==> src/rtl/ins_pkg.sv <==
// ----------------------------------------------------------------------------
// ins_pkg
// types and constants shared by the integer newton square root modules
// ----------------------------------------------------------------------------
`default_nettype none

package ins_pkg;

    localparam int ITER_WIDTH = 8;
    localparam logic [ITER_WIDTH-1:0] MAX_ITER_RESET = 8'd32;

    typedef enum logic [2:0] {
        ST_IDLE,
        ST_CHECK,
        ST_DIV,
        ST_UPDATE,
        ST_FINISH
    } state_t;

    typedef struct packed {
        logic load;
        logic div_start;
        logic update;
        logic set_conv;
    } cmd_t;

    typedef struct packed {
        logic negative;
        logic zero;
        logic limit;
        logic div_busy;
        logic next_equal;
    } status_t;

endpackage

`default_nettype wire

==> src/rtl/integer_newton_square_root.sv <==
// ----------------------------------------------------------------------------
// integer_newton_square_root
// integer square root by truncating newton iteration, estimate starts at
// the radicand, stops on a repeated estimate or at max_iterations
// ----------------------------------------------------------------------------
// An item is taken when start is high and busy is low; busy then stays high
// until the result has been shown. The result is on the output ports for the
// single cycle in which done is high and cannot be held off, so the receiver
// must take it then. Each newton iteration runs one division on a shared
// restoring divider that yields one quotient bit per cycle, so an iteration
// passes through check, the divide steps plus the state that sees the divider
// finish, and update. max_iterations may be written only while busy is low.
// ----------------------------------------------------------------------------
`default_nettype none

module integer_newton_square_root #(
    parameter int DATA_WIDTH = 32
) (
    input  wire logic                            clk,
    input  wire logic                            rst_n,
    input  wire logic                            start,
    output logic                                 busy,
    input  wire logic signed [DATA_WIDTH-1:0]    radicand,
    input  wire logic                            cfg_wr_en,
    input  wire logic [ins_pkg::ITER_WIDTH-1:0]  cfg_wr_data,
    output logic                                 done,
    output logic [DATA_WIDTH-2:0]                root,
    output logic [ins_pkg::ITER_WIDTH-1:0]       iterations_done,
    output logic                                 converged,
    output logic                                 negative_error
);

    ins_pkg::cmd_t    cmd;
    ins_pkg::status_t status;

    ins_ctrl u_ctrl (
        .clk    (clk),
        .rst_n  (rst_n),
        .start  (start),
        .status (status),
        .cmd    (cmd),
        .busy   (busy),
        .done   (done)
    );

    ins_datapath #(
        .DATA_WIDTH (DATA_WIDTH)
    ) u_datapath (
        .clk             (clk),
        .rst_n           (rst_n),
        .cmd             (cmd),
        .status          (status),
        .cfg_wr_en       (cfg_wr_en),
        .cfg_wr_data     (cfg_wr_data),
        .radicand        (radicand),
        .root            (root),
        .iterations_done (iterations_done),
        .converged       (converged),
        .negative_error  (negative_error)
    );

    a_accept_busy: assert property (@(posedge clk) disable iff (!rst_n)
        (start && !busy) |=> busy)
        else $error("accepted item did not raise busy");

    a_done_single: assert property (@(posedge clk) disable iff (!rst_n)
        done |=> (!done && !busy))
        else $error("done held for more than one cycle");

    a_negative_result: assert property (@(posedge clk) disable iff (!rst_n)
        (done && negative_error) |-> (root == '0 && iterations_done == '0 && !converged))
        else $error("negative radicand gave a nonzero result");

    a_done_busy: assert property (@(posedge clk) disable iff (!rst_n)
        done |-> busy)
        else $error("done outside a busy period");

endmodule

`default_nettype wire

==> src/rtl/ins_divider.sv <==
// ----------------------------------------------------------------------------
// ins_divider
// unsigned restoring divider, one quotient bit per cycle
// ----------------------------------------------------------------------------
`default_nettype none

module ins_divider #(
    parameter int DATA_WIDTH = 32
) (
    input  wire logic                  clk,
    input  wire logic                  rst_n,
    input  wire logic                  start,
    input  wire logic [DATA_WIDTH-1:0] dividend,
    input  wire logic [DATA_WIDTH-1:0] divisor,
    output logic                       div_busy,
    output logic [DATA_WIDTH-1:0]      quotient
);

    localparam int CW = $clog2(DATA_WIDTH + 1);

    logic [CW-1:0]         cnt_reg;
    logic [CW-1:0]         cnt_next;
    logic [DATA_WIDTH-1:0] rem_reg;
    logic [DATA_WIDTH-1:0] rem_next;
    logic [DATA_WIDTH-1:0] quo_reg;
    logic [DATA_WIDTH-1:0] quo_next;
    logic [DATA_WIDTH:0]   shifted;
    logic [DATA_WIDTH:0]   diff;

    always_comb
    begin
        shifted  = {rem_reg, quo_reg[DATA_WIDTH-1]};
        diff     = shifted - {1'b0, divisor};
        cnt_next = cnt_reg;
        rem_next = rem_reg;
        quo_next = quo_reg;
        if (start)
        begin
            cnt_next = CW'(DATA_WIDTH);
            rem_next = '0;
            quo_next = dividend;
        end
        else if (cnt_reg != '0)
        begin
            cnt_next = cnt_reg - 1'b1;
            if (!diff[DATA_WIDTH])
            begin
                rem_next = diff[DATA_WIDTH-1:0];
                quo_next = {quo_reg[DATA_WIDTH-2:0], 1'b1};
            end
            else
            begin
                rem_next = shifted[DATA_WIDTH-1:0];
                quo_next = {quo_reg[DATA_WIDTH-2:0], 1'b0};
            end
        end
    end

    always_ff @(posedge clk or negedge rst_n)
    begin
        if (!rst_n)
        begin
            cnt_reg <= '0;
        end
        else
        begin
            cnt_reg <= cnt_next;
        end
    end

    always_ff @(posedge clk)
    begin
        rem_reg <= rem_next;
        quo_reg <= quo_next;
    end

    assign div_busy = (cnt_reg != '0);
    assign quotient = quo_reg;

endmodule

`default_nettype wire

==> src/rtl/ins_datapath.sv <==
// ----------------------------------------------------------------------------
// ins_datapath
// estimate, radicand, iteration count and limit registers with the divider
// ----------------------------------------------------------------------------
`default_nettype none

module ins_datapath #(
    parameter int DATA_WIDTH = 32
) (
    input  wire logic                                clk,
    input  wire logic                                rst_n,
    input  wire ins_pkg::cmd_t                       cmd,
    output ins_pkg::status_t                         status,
    input  wire logic                                cfg_wr_en,
    input  wire logic [ins_pkg::ITER_WIDTH-1:0]      cfg_wr_data,
    input  wire logic signed [DATA_WIDTH-1:0]        radicand,
    output logic [DATA_WIDTH-2:0]                    root,
    output logic [ins_pkg::ITER_WIDTH-1:0]           iterations_done,
    output logic                                     converged,
    output logic                                     negative_error
);

    logic [ins_pkg::ITER_WIDTH-1:0] max_iter_reg;
    logic [DATA_WIDTH-1:0]          n_reg;
    logic [DATA_WIDTH-1:0]          est_reg;
    logic [ins_pkg::ITER_WIDTH-1:0] count_reg;
    logic                           conv_reg;
    logic [DATA_WIDTH-1:0]          quotient;
    logic                           div_busy;
    logic [DATA_WIDTH:0]            sum;
    logic [DATA_WIDTH-1:0]          est_next;

    ins_divider #(
        .DATA_WIDTH (DATA_WIDTH)
    ) u_divider (
        .clk      (clk),
        .rst_n    (rst_n),
        .start    (cmd.div_start),
        .dividend (n_reg),
        .divisor  (est_reg),
        .div_busy (div_busy),
        .quotient (quotient)
    );

    assign sum      = {1'b0, est_reg} + {1'b0, quotient};
    assign est_next = sum[DATA_WIDTH:1];

    always_ff @(posedge clk or negedge rst_n)
    begin
        if (!rst_n)
        begin
            max_iter_reg <= ins_pkg::MAX_ITER_RESET;
        end
        else if (cfg_wr_en)
        begin
            max_iter_reg <= cfg_wr_data;
        end
    end

    always_ff @(posedge clk)
    begin
        if (cmd.load)
        begin
            n_reg     <= radicand;
            est_reg   <= radicand;
            count_reg <= '0;
            conv_reg  <= (radicand == '0);
        end
        else
        begin
            if (cmd.update)
            begin
                est_reg   <= est_next;
                count_reg <= count_reg + 1'b1;
            end
            if (cmd.set_conv)
            begin
                conv_reg <= 1'b1;
            end
        end
    end

    always_comb
    begin
        status.negative   = n_reg[DATA_WIDTH-1];
        status.zero       = (n_reg == '0);
        status.limit      = (count_reg == max_iter_reg);
        status.div_busy   = div_busy;
        status.next_equal = (est_next == est_reg);
    end

    assign negative_error  = n_reg[DATA_WIDTH-1];
    assign root            = n_reg[DATA_WIDTH-1] ? '0 : est_reg[DATA_WIDTH-2:0];
    assign iterations_done = count_reg;
    assign converged       = conv_reg;

endmodule

`default_nettype wire

==> src/rtl/ins_ctrl.sv <==
// ----------------------------------------------------------------------------
// ins_ctrl
// sequencer for the newton iteration: check, divide, update
// ----------------------------------------------------------------------------
`default_nettype none

module ins_ctrl (
    input  wire logic             clk,
    input  wire logic             rst_n,
    input  wire logic             start,
    input  wire ins_pkg::status_t status,
    output ins_pkg::cmd_t         cmd,
    output logic                  busy,
    output logic                  done
);

    ins_pkg::state_t state_reg;
    ins_pkg::state_t state_next;

    always_ff @(posedge clk or negedge rst_n)
    begin
        if (!rst_n)
        begin
            state_reg <= ins_pkg::ST_IDLE;
        end
        else
        begin
            state_reg <= state_next;
        end
    end

    always_comb
    begin
        state_next = state_reg;
        unique case (state_reg)
            ins_pkg::ST_IDLE:
            begin
                if (start)
                begin
                    state_next = ins_pkg::ST_CHECK;
                end
            end
            ins_pkg::ST_CHECK:
            begin
                if (status.negative || status.zero || status.limit)
                begin
                    state_next = ins_pkg::ST_FINISH;
                end
                else
                begin
                    state_next = ins_pkg::ST_DIV;
                end
            end
            ins_pkg::ST_DIV:
            begin
                if (!status.div_busy)
                begin
                    state_next = ins_pkg::ST_UPDATE;
                end
            end
            ins_pkg::ST_UPDATE:
            begin
                if (status.next_equal)
                begin
                    state_next = ins_pkg::ST_FINISH;
                end
                else
                begin
                    state_next = ins_pkg::ST_CHECK;
                end
            end
            ins_pkg::ST_FINISH:
            begin
                state_next = ins_pkg::ST_IDLE;
            end
            default:
            begin
                state_next = ins_pkg::ST_IDLE;
            end
        endcase
    end

    always_comb
    begin
        cmd  = '0;
        busy = 1'b1;
        done = 1'b0;
        unique case (state_reg)
            ins_pkg::ST_IDLE:
            begin
                busy     = 1'b0;
                cmd.load = start;
            end
            ins_pkg::ST_CHECK:
            begin
                cmd.div_start = !(status.negative || status.zero || status.limit);
            end
            ins_pkg::ST_DIV:
            begin
            end
            ins_pkg::ST_UPDATE:
            begin
                cmd.update   = !status.next_equal;
                cmd.set_conv = status.next_equal;
            end
            ins_pkg::ST_FINISH:
            begin
                done = 1'b1;
            end
            default:
            begin
                busy = 1'b0;
            end
        endcase
    end

endmodule

`default_nettype wire

==> config.mk <==
export PLATFORM = sky130hd
export DESIGN_NAME = integer_newton_square_root
export DESIGN_NICKNAME = d
export VERILOG_FILES = /design/src/rtl/ins_pkg.sv /design/src/rtl/integer_newton_square_root.sv /design/src/rtl/ins_divider.sv /design/src/rtl/ins_datapath.sv /design/src/rtl/ins_ctrl.sv
export SDC_FILE = /design/constraint.sdc
export NUM_CORES = 1
export LEC_CHECK = 0
export ABC_AREA = 1
export BUFFER_PORTS_ARGS = -buffer_cell sky130_fd_sc_hd__buf_4
export CAP_MARGIN = 0
export CORE_AREA = 10 10 193 176
export CTS_CLUSTER_SIZE = 25
export DETAILED_ROUTE_END_ITERATION = 6
export DIE_AREA = 0 0 203 186
export PLACE_DENSITY_LB_ADDON = 0.25
export SETUP_SLACK_MARGIN = 0.5
export SLEW_MARGIN = 20
export SYNTH_ARGS = -nofsm -noshare
export SYNTH_HDL_FRONTEND = slang
export SYNTH_SLANG_ARGS = --single-unit
==> constraint.sdc <==
create_clock -name clk -period 3.3 [get_ports clk]
set_clock_uncertainty 0.1 [all_clocks]
set_input_delay 0.495 -clock clk [delete_from_list [all_inputs] [get_ports clk]]
set_output_delay 0.495 -clock clk [all_outputs]
set_load 0.005 [all_outputs]
# After elaboration in Yosys (flattened, before gate mapping)
# Cells that the tools add are included.
# classes
add_sub_neg,4
eq_ne,8
muxes,21
reduce_logical,13
# op_table
operator,count
$mux 32,5
$logic_not 32->1,2
$add 32x32->33,1
$sub 33x32->33,1
$eq 32x32->1,1
$mux 31,1
$mux 3,4
$mux 6,2
$pmux 3 s4,1
$add 8x1->8 const B,1
$eq 8x8->1,1
$mux 1,7
$eq 3x2->1 const B,2
$reduce_bool 2->1,3
$reduce_bool 6->1,1
$sub 6x1->6 const B,1
$ne 2x2->1 const B,2
$reduce_or 4->1,1
$eq 3x1->1 const B,1
$eq 3x3->1 const B,1
$logic_not 3->1,1
$logic_not 1->1,2
$logic_or 1x1->1,2
$mux 2,1
$reduce_and 2->1,1
# totals
register_bits,154
inputBits,44
out_inout_bits,43

# Longest topological paths before layout
# Gate-level depths: netlist of run 1.
# depth
ltp_word,6
mapped_depth,21
mapped_depth_nobuf,21

# Modules after synthesis
# A second synthesis of run 1 with hierarchy kept.
# hier_totals
cells_unflattened,2061
hier_area_um2,13188.9
# by_module_without_submodules
module,instances,cells_per_inst,area_per_inst_um2
ins_datapath,1,995,6648.9
ins_divider,1,1034,6324.8
ins_ctrl,1,32,215.2

# Least setup slack after synthesis of run 1
# Ideal clock, no wire load.
# synth_path
path_kind,register to register
start,reg u_datapath.est_reg[1]
end,"reg u_datapath.est_reg[0], enable pin"
setup_ns,0.478
t_arrival_ns,2.771
required_ns,2.722
slack_ns,-0.049
stages_incl_launch_ff,21
path_buffers,0
period_less_slack_ns,3.349
cell_sequence,edfxtp_1 -> inv_1 -> fa_1 -> inv_1 -> nand3_1 -> nand3_1 -> nand2_1 -> nand2_1 -> nand2_1 -> nand2_1 -> nand2_1 -> nand2_1 -> nand2_1 -> nand2_1 -> nand2_1 -> nor2_1 -> nand2_1 -> nor2_2 -> nand3_4 -> nand2_4 -> nand2_1
# synth_between
elab_chain_cells,5
# synth_lines
item,line_no,rtl
from (decl),ins_datapath.sv:25,logic [DATA_WIDTH-1:0] est_reg;
from (signal assigned),ins_datapath.sv:65,est_reg <= radicand;
from (signal assigned),ins_datapath.sv:73,est_reg <= est_next;
$add 32x32->33,ins_datapath.sv:45,"assign sum = {1'b0, est_reg} + {1'b0, quotient};"
$eq 32x32->1 *,ins_datapath.sv:89,status.next_equal = (est_next == est_reg);
$logic_not 1->1 *,ins_ctrl.sv:103,cmd.update = !status.next_equal;
$mux 2 *,ins_ctrl.sv:88,unique case (state_reg)
$reduce_bool 2->1 (no line) *,n/a,
# Mark *: on every way between the ends. The rest lies on a longest branch, timed or not.
# A chain may end at the register's enable or synchronous reset.

# Final worst setup path of run 1
# layout_path
start,reg u_datapath.est_reg[0]
end,"reg u_datapath.est_reg[20], enable pin"
# Same word-level chain as after synthesis.

==> results of run 1 <==
## worst register-to-register path, cell delays in order (launching register included)
cell and delay [ns]:
edfxtp_1 0.41, nand2_2 0.09, fa_2 0.38, inv_2 0.08, nand3_2 0.08, nand3_4 0.11
xor2_2 0.17, inv_1 0.07, nand2_1 0.07, nand4_1 0.10, nor2_2 0.14, nand4_1 0.26
nor2_4 0.25, nand3_4 0.12, nand2_8 0.18, nand2_8 0.15
## kinds of logic after synthesis
logic type      count (synthesis)
xor+xnor                       62
mux                             3
fa+ha+maj                      67
buf+inv                       309
compound gates                181
simple gates                  933
flops                         154
## timing repair
item,in CTS,in global routing
resized for setup,105,234
hold endpoints to repair,16,0
pin swaps,28,77
buffers inserted,33,43
hold buffers,1,0
gates cloned,4,4
endpoints found under the setup margin,76,77
## metrics by stage
stage               util [%]  std cells  TNS (ns)  hold slack, ns
floorplan                  -       1709         0          0.0994
global placement        44.1       2198     -2.01           0.289
detailed placement      44.1       2198     -2.50           0.287
CTS                     49.0       2267         0           0.134
global route            53.5       2314         0           0.135
finish                  53.5       2314         0           0.147
## per-layer routing
| layer | global-route usage [%] | vias up | wire [µm] |
|---|---|---|---|
| li1 | - | 5893 | - |
| met1 | 29.3 | 5619 | 18900 |
| met2 | 32.0 | 383 | 18200 |
| met3 | 3.18 | 44 | 2750 |
| met4 | 5.13 | 0 | 764 |
| met5 | 0 | - | 0 |
## worst max-delay path by stage
stage / startpoint / end / slack [ns] / cells past startpoint
4_1_cts: u_datapath.est_reg[1] / u_datapath.est_reg[27] / 0.30 / 18
2_1_floorplan: u_datapath.est_reg[1] / u_datapath.est_reg[0] / 0.51 / 20
3_5_place_dp: u_datapath.est_reg[0] / u_datapath.est_reg[3] / -0.08 / 18
5_1_grt: u_datapath.est_reg[0] / u_datapath.est_reg[27] / 0.10 / 15
3_3_place_gp: u_datapath.est_reg[0] / u_datapath.est_reg[3] / -0.07 / 15
6_report: u_datapath.est_reg[0] / u_datapath.est_reg[20] / 0.23 / 15
## area by class of cell
cell class / instances / area share, %
flip-flops and latches: 154 / 26.0
clock buffers: 18 / 2.69
clock inverters: 13 / 0.761
multi-input cells: 1249 / 50.1
inverters: 273 / 6.50
repair buffers: 204 / 10.8
well taps: 403 / 3.16
## layout by cell type (no fill, tap or decap), types with 6 or more instances in the layout
master / count
a21oi_2: 20
ha_1: 29
nand3_4: 6
nand2_1: 485
ha_4: 35
o211ai_1: 28
dfxtp_1: 40
inv_2: 21
nor2_4: 11
xor2_1: 41
nand3_1: 86
nor3_2: 6
xnor2_1: 13
nand2_2: 60
dfrtp_1: 16
nand4_1: 16
o21ai_2: 6
edfxtp_1: 97
nor4_1: 14
nor2_1: 116
nand2_4: 42
o21ai_0: 43
nor2_2: 19
clkbuf_16: 21
buf_4: 187
nand3_2: 40
inv_1: 247
a21oi_1: 40
nor3_1: 12
a31oi_1: 19
==> flow_summary.toml, run 1 <==
[synthesis]
synth-edff-count = 97
synth_seq_cells = 154
synth_compound_gate_area_share_pct = 8.94
synth_simple_gate_area_share_pct = 33.6
synth.largest_area_cell = "edfxtp_1"
yosys-top-cells-count = "575 x nand2_1, 264 x inv_1, 130 x nor2_1"
synth.top_cells.by_area = "edfxtp_1 25%, nand2_1 18%, inv_1 8.4%"
synth-main-ff-cell = "edfxtp_1"
post_synth_xor_area_fraction_pct = 4.95
synthMuxAreaShare_pct = 0.286
synthDistinctLibCells = 43
asr_flop_ratio_synth_pct = 11.0
synth.cell_area_um2 = 11800
synth_nets = 1820
synthMostInstantiatedCell = "nand2_1"
number_of_instances_in_the_synthesized_netlist = 1709
synth_top_family_by_area = "simple AND/OR/NAND/NOR gates"
sequential_share_of_the_synthesized_area_pct = 35.1
synth_top_area_share_pct = 24.7
syn-mean-instance-area_um2 = 6.90
synth_warnings = 0
synth_adder_area_share_pct = 7.23

[run]
max_cap_viol_count = 0

[floorplanning]
floorplan_core_area_um2 = 29800
initial_utilization_pct = 39.6
die_h_um = 186
floorplan.die_area_um2 = 37800
rows = 60
die_width_um = 203
io_pins = 87

[critical_path]
timing.rr.end = "u_datapath.est_reg[20]"
ff2ff_setup_slack_ns = 0.23
worstReg2RegStart = "u_datapath.est_reg[0]"
critical_path.slowest_cell = "edfxtp_1"
critical_path_arrival_ns = 3.11
critical_path_peak_fanout = 8
cp_cell_sequence = "nand2_2 > fa_2 > inv_2 > nand3_2 > nand3_4 > xor2_2 > inv_1 > nand2_1 > nand4_1 > nor2_2 > nand4_1 > nor2_4 > nand3_4 > nand2_8 > nand2_8"
required_ns = 3.34
startpoint_type = "flip-flop"
category_of_cells_accounting_for_the_largest_share_of_critical_path_delay = "simple AND/OR/NAND/NOR gates"
crit_path_max_incr_delay_ns = 0.41
cp_num_buf_inv = 2
startpoint_to_endpoint_class_of_the_critical_path = "reg -> reg"
critPathCaptureType = "flip-flop"
timing.reg2reg.worst_path_depth = 15

[layout]
finish.instance_area_um2 = 16000
drive_above_1_share_pct = 27.7
multi_input_area_um2 = 8000
ff_latch_area_um2 = 4140
finish.net_count = 2010
area_delta_synth_final_pct = 35.2
filler_cell_count = 2820
num_antenna_cells = 0

[global_route]
grt.overflow.total = 0
first_global_vias = 11200
globalRouteTotalUtil_pct = 20.6
grt_pass1_wl_um = 60900
pin_count_of_the_biggest_net_entering_global_routing = 73
antenna_found_initial = 0

[clocking]
cts_inserted_buffers = 17
worstSkewPairLatency_ns = 0.45
htree_num_levels = 4
cts-root-to-sink-buffers = 2
tritoncts = "done"
root_buffer = "clkbuf_16"
clk_pin_slew_ns = 0.08
clock_sink_count = 154

[detailed_routing]
detail_route.vias_per_cell = 5.16
post_route_ant_nets = 0
number_of_violations_reported_at_the_end_of_detailed_routing_iteration_0 = 1106
post_drt_wl_per_cell_um = 17.6
drt_drc_violations_left = 0
drt_pass1_iterations = 5
vias = 11900
wirelength_um = 40600

[sta]
finalCritPeriodShare_pct = 93.0
timing.slew.headroom_pct = 37.6
post-route-min-period_ns = 3.07
grt_setup_unrepaired = "yes"
finalSetupViolCount = 0
final_max_slew_viol_count = 0
finalHoldViolCount = 0
maxClockFrequency_ghz = 0.326
tightest_slew_ns = 0.934
final.setup.worst_slack_ns = 0.232

[place]
gp_routability_congestion = 0.966
port_buffers = 86
postPlaceCellArea_um2 = 13100
dp_worst_setup_slack_ns = -0.0817
detailedPlacementHpwl_um = 29700

[worst_hold_path]
worst_hold_startpoint = "radicand[30]"
hold_path_depth = 1
hold_path_class = "in -> reg"
worst_hold_path.endpoint = "u_datapath.n_reg[30]"

[outcome]
status = "finished clean"
Power of run 1 is left out: the tool's default activity adds up to more than one toggle a clock period on the data nets, which glitch-free logic cannot reach.
==> inputs of run 2 (changes only) <==
--- a/config.mk
+++ b/config.mk
@@ -8,6 +8,8 @@
 export ABC_AREA = 1
 export BUFFER_PORTS_ARGS = -buffer_cell sky130_fd_sc_hd__buf_4
 export CAP_MARGIN = 0
+export CELL_PAD_IN_SITES_DETAIL_PLACEMENT = 0
+export CELL_PAD_IN_SITES_GLOBAL_PLACEMENT = 1
 export CORE_AREA = 10 10 193 176
 export CTS_CLUSTER_SIZE = 25
 export DETAILED_ROUTE_END_ITERATION = 6
==> run 2 against run 1 <==
Net effect:
- sequential share of layout area shrank 0.57 points
- maximum frequency is 0.85% lower
- cell count is 1.2% higher
- critical endpoint is now u_datapath.est_reg[18]
- highest routed layer unchanged
==> flow_summary.toml, run 2 (synthesized netlist as in run 1, its figures left out) <==
[layout]
drive_above_1_share_pct = 30.3
filler_cell_count = 2885
num_antenna_cells = 0
finish.net_count = 2037
layout_commonest_cell = "nand2_1"
mostFrequentLayoutCells = "468 x nand2_1, 236 x inv_1, 205 x buf_4"
area_delta_synth_final_pct = 38.3

[critical_path]
cp_num_buf_inv = 3
critical_path_arrival_ns = 3.16
startpoint = "u_datapath.est_reg[1]"
category_of_cells_accounting_for_the_largest_share_of_critical_path_delay = "simple AND/OR/NAND/NOR gates"
critical_path_peak_fanout = 8
crit_path_max_incr_delay_ns = 0.43
timing.reg2reg.worst_path_depth = 18
worstReg2RegStart = "u_datapath.est_reg[1]"
required_ns = 3.37
startpoint_to_endpoint_class_of_the_critical_path = "reg -> reg"
crit_path_depth = 18
cp_cell_sequence = "buf_6 > ha_4 > nand2_4 > inv_2 > nand2_2 > nand2_4 > nand2_4 > nand2_8 > xor2_4 > buf_4 > nand2_1 > nand2_1 > nor2_1 > nand4_1 > nor2_4 > nand3_4 > nand2_8 > nand2_8"
startpoint_type = "flip-flop"
critPathCaptureType = "flip-flop"
critical_path.slowest_cell = "edfxtp_1"

[clocking]
htree_num_levels = 4
worstSkewPairLatency_ns = 0.46
clock_sink_count = 154
root_buffer = "clkbuf_16"
tritoncts = "done"
cts_inserted_buffers = 17
clk_pin_slew_ns = 0.08
cts-root-to-sink-buffers = 2

[global_route]
antenna_found_initial = 0
first_global_vias = 11600
grt.overflow.total = 0
globalRouteTotalUtil_pct = 21.9
pin_count_of_the_biggest_net_entering_global_routing = 73
grt_pass1_wl_um = 64200

[sta]
grt_setup_unrepaired = "yes"
timing.slew.headroom_pct = 41.1
finalHoldViolCount = 0
final_max_slew_viol_count = 0
post-route-min-period_ns = 3.09
finalCritPeriodShare_pct = 93.8
maxClockFrequency_ghz = 0.323
tightest_slew_ns = 0.883
setup-tns-final_ns = 0
finalSetupViolCount = 0

[floorplanning]
io_pins = 87
die_h_um = 186
die_width_um = 203
floorplan.die_area_um2 = 37800
rows = 60
floorplan_core_area_um2 = 29800
initial_utilization_pct = 39.6

[outcome]
status = "finished clean"

[detailed_routing]
detail_route.vias_per_cell = 5.14
vias = 12000
wirelength_um = 42500
post_route_ant_nets = 0
post_drt_wl_per_cell_um = 18.2
number_of_violations_reported_at_the_end_of_detailed_routing_iteration_0 = 881
drt_pass1_iterations = 5
drt_drc_violations_left = 0

[worst_hold_path]
hold_path_class = "in -> reg"
hold_path_depth = 1
worst_hold_startpoint = "radicand[16]"

[place]
port_buffers = 86
detailedPlacementHpwl_um = 31000
gp_routability_congestion = 0.966

[run]
max_cap_viol_count = 0
run 2: per-stage QoR:
stage          util, %  setup WS, ns  hold slack [ns]  instance area (µm²)  instances
2_1_floorplan        -         0.510           0.0994                11800       1709
5_1_grt           54.7        0.0836            0.124                16300       2342
6_report          54.7         0.206            0.129                16300       2342
3_3_place_gp      44.8        0.0380            0.281                13300       2220
4_1_cts           51.1         0.294            0.118                15200       2303
3_5_place_dp      44.8        0.0501            0.284                13300       2220
run 2: worst paths after layout:
kind | slack (ns) | end
max reg2reg | 0.21 | u_datapath.est_reg[18]
max | 0.21 | u_datapath.est_reg[18]
max in group asynchronous | 2.49 | u_datapath.max_iter_reg[5]
min in group asynchronous | 0.34 | u_datapath.max_iter_reg[0]
min | 0.13 | u_datapath.n_reg[16]
min reg2reg | 0.40 | u_datapath.u_divider.rem_reg[30]
run 2: cell type report:
| cell class | instances | area [µm²] | area share (%) |
|---|---|---|---|
| clock inverters | 15 | 169 | 1.04 |
| repair buffers | 231 | 1910 | 11.7 |
| well taps | 403 | 504 | 3.09 |
| inverters | 273 | 1050 | 6.45 |
| clock buffers | 17 | 425 | 2.61 |
| flip-flops and latches | 154 | 4140 | 25.4 |
| multi-input cells | 1249 | 8110 | 49.7 |
run 2: what timing repair did:
| item | CTS | global route |
|---|---|---|
| hold buffers | 1 | 0 |
| resized for setup | 174 | 204 |
| hold endpoints to repair | 16 | 0 |
| buffers inserted | 46 | 39 |
| pin swaps | 63 | 99 |
| setup endpoints to repair | 76 | 94 |
| cloned | 4 | 0 |
run 2: routing by layer:
layer / up-vias / GRT usage [%] / share of wire, %
li1: 5955 / - / -
met1: 5666 / 29.2 / 46
met2: 362 / 34.6 / 45
met3: 65 / 3.72 / 5.5
met4: 0 / 8.53 / 3.1
met5: - / 0.820 / 0
Power of run 2 is left out for the same reason.
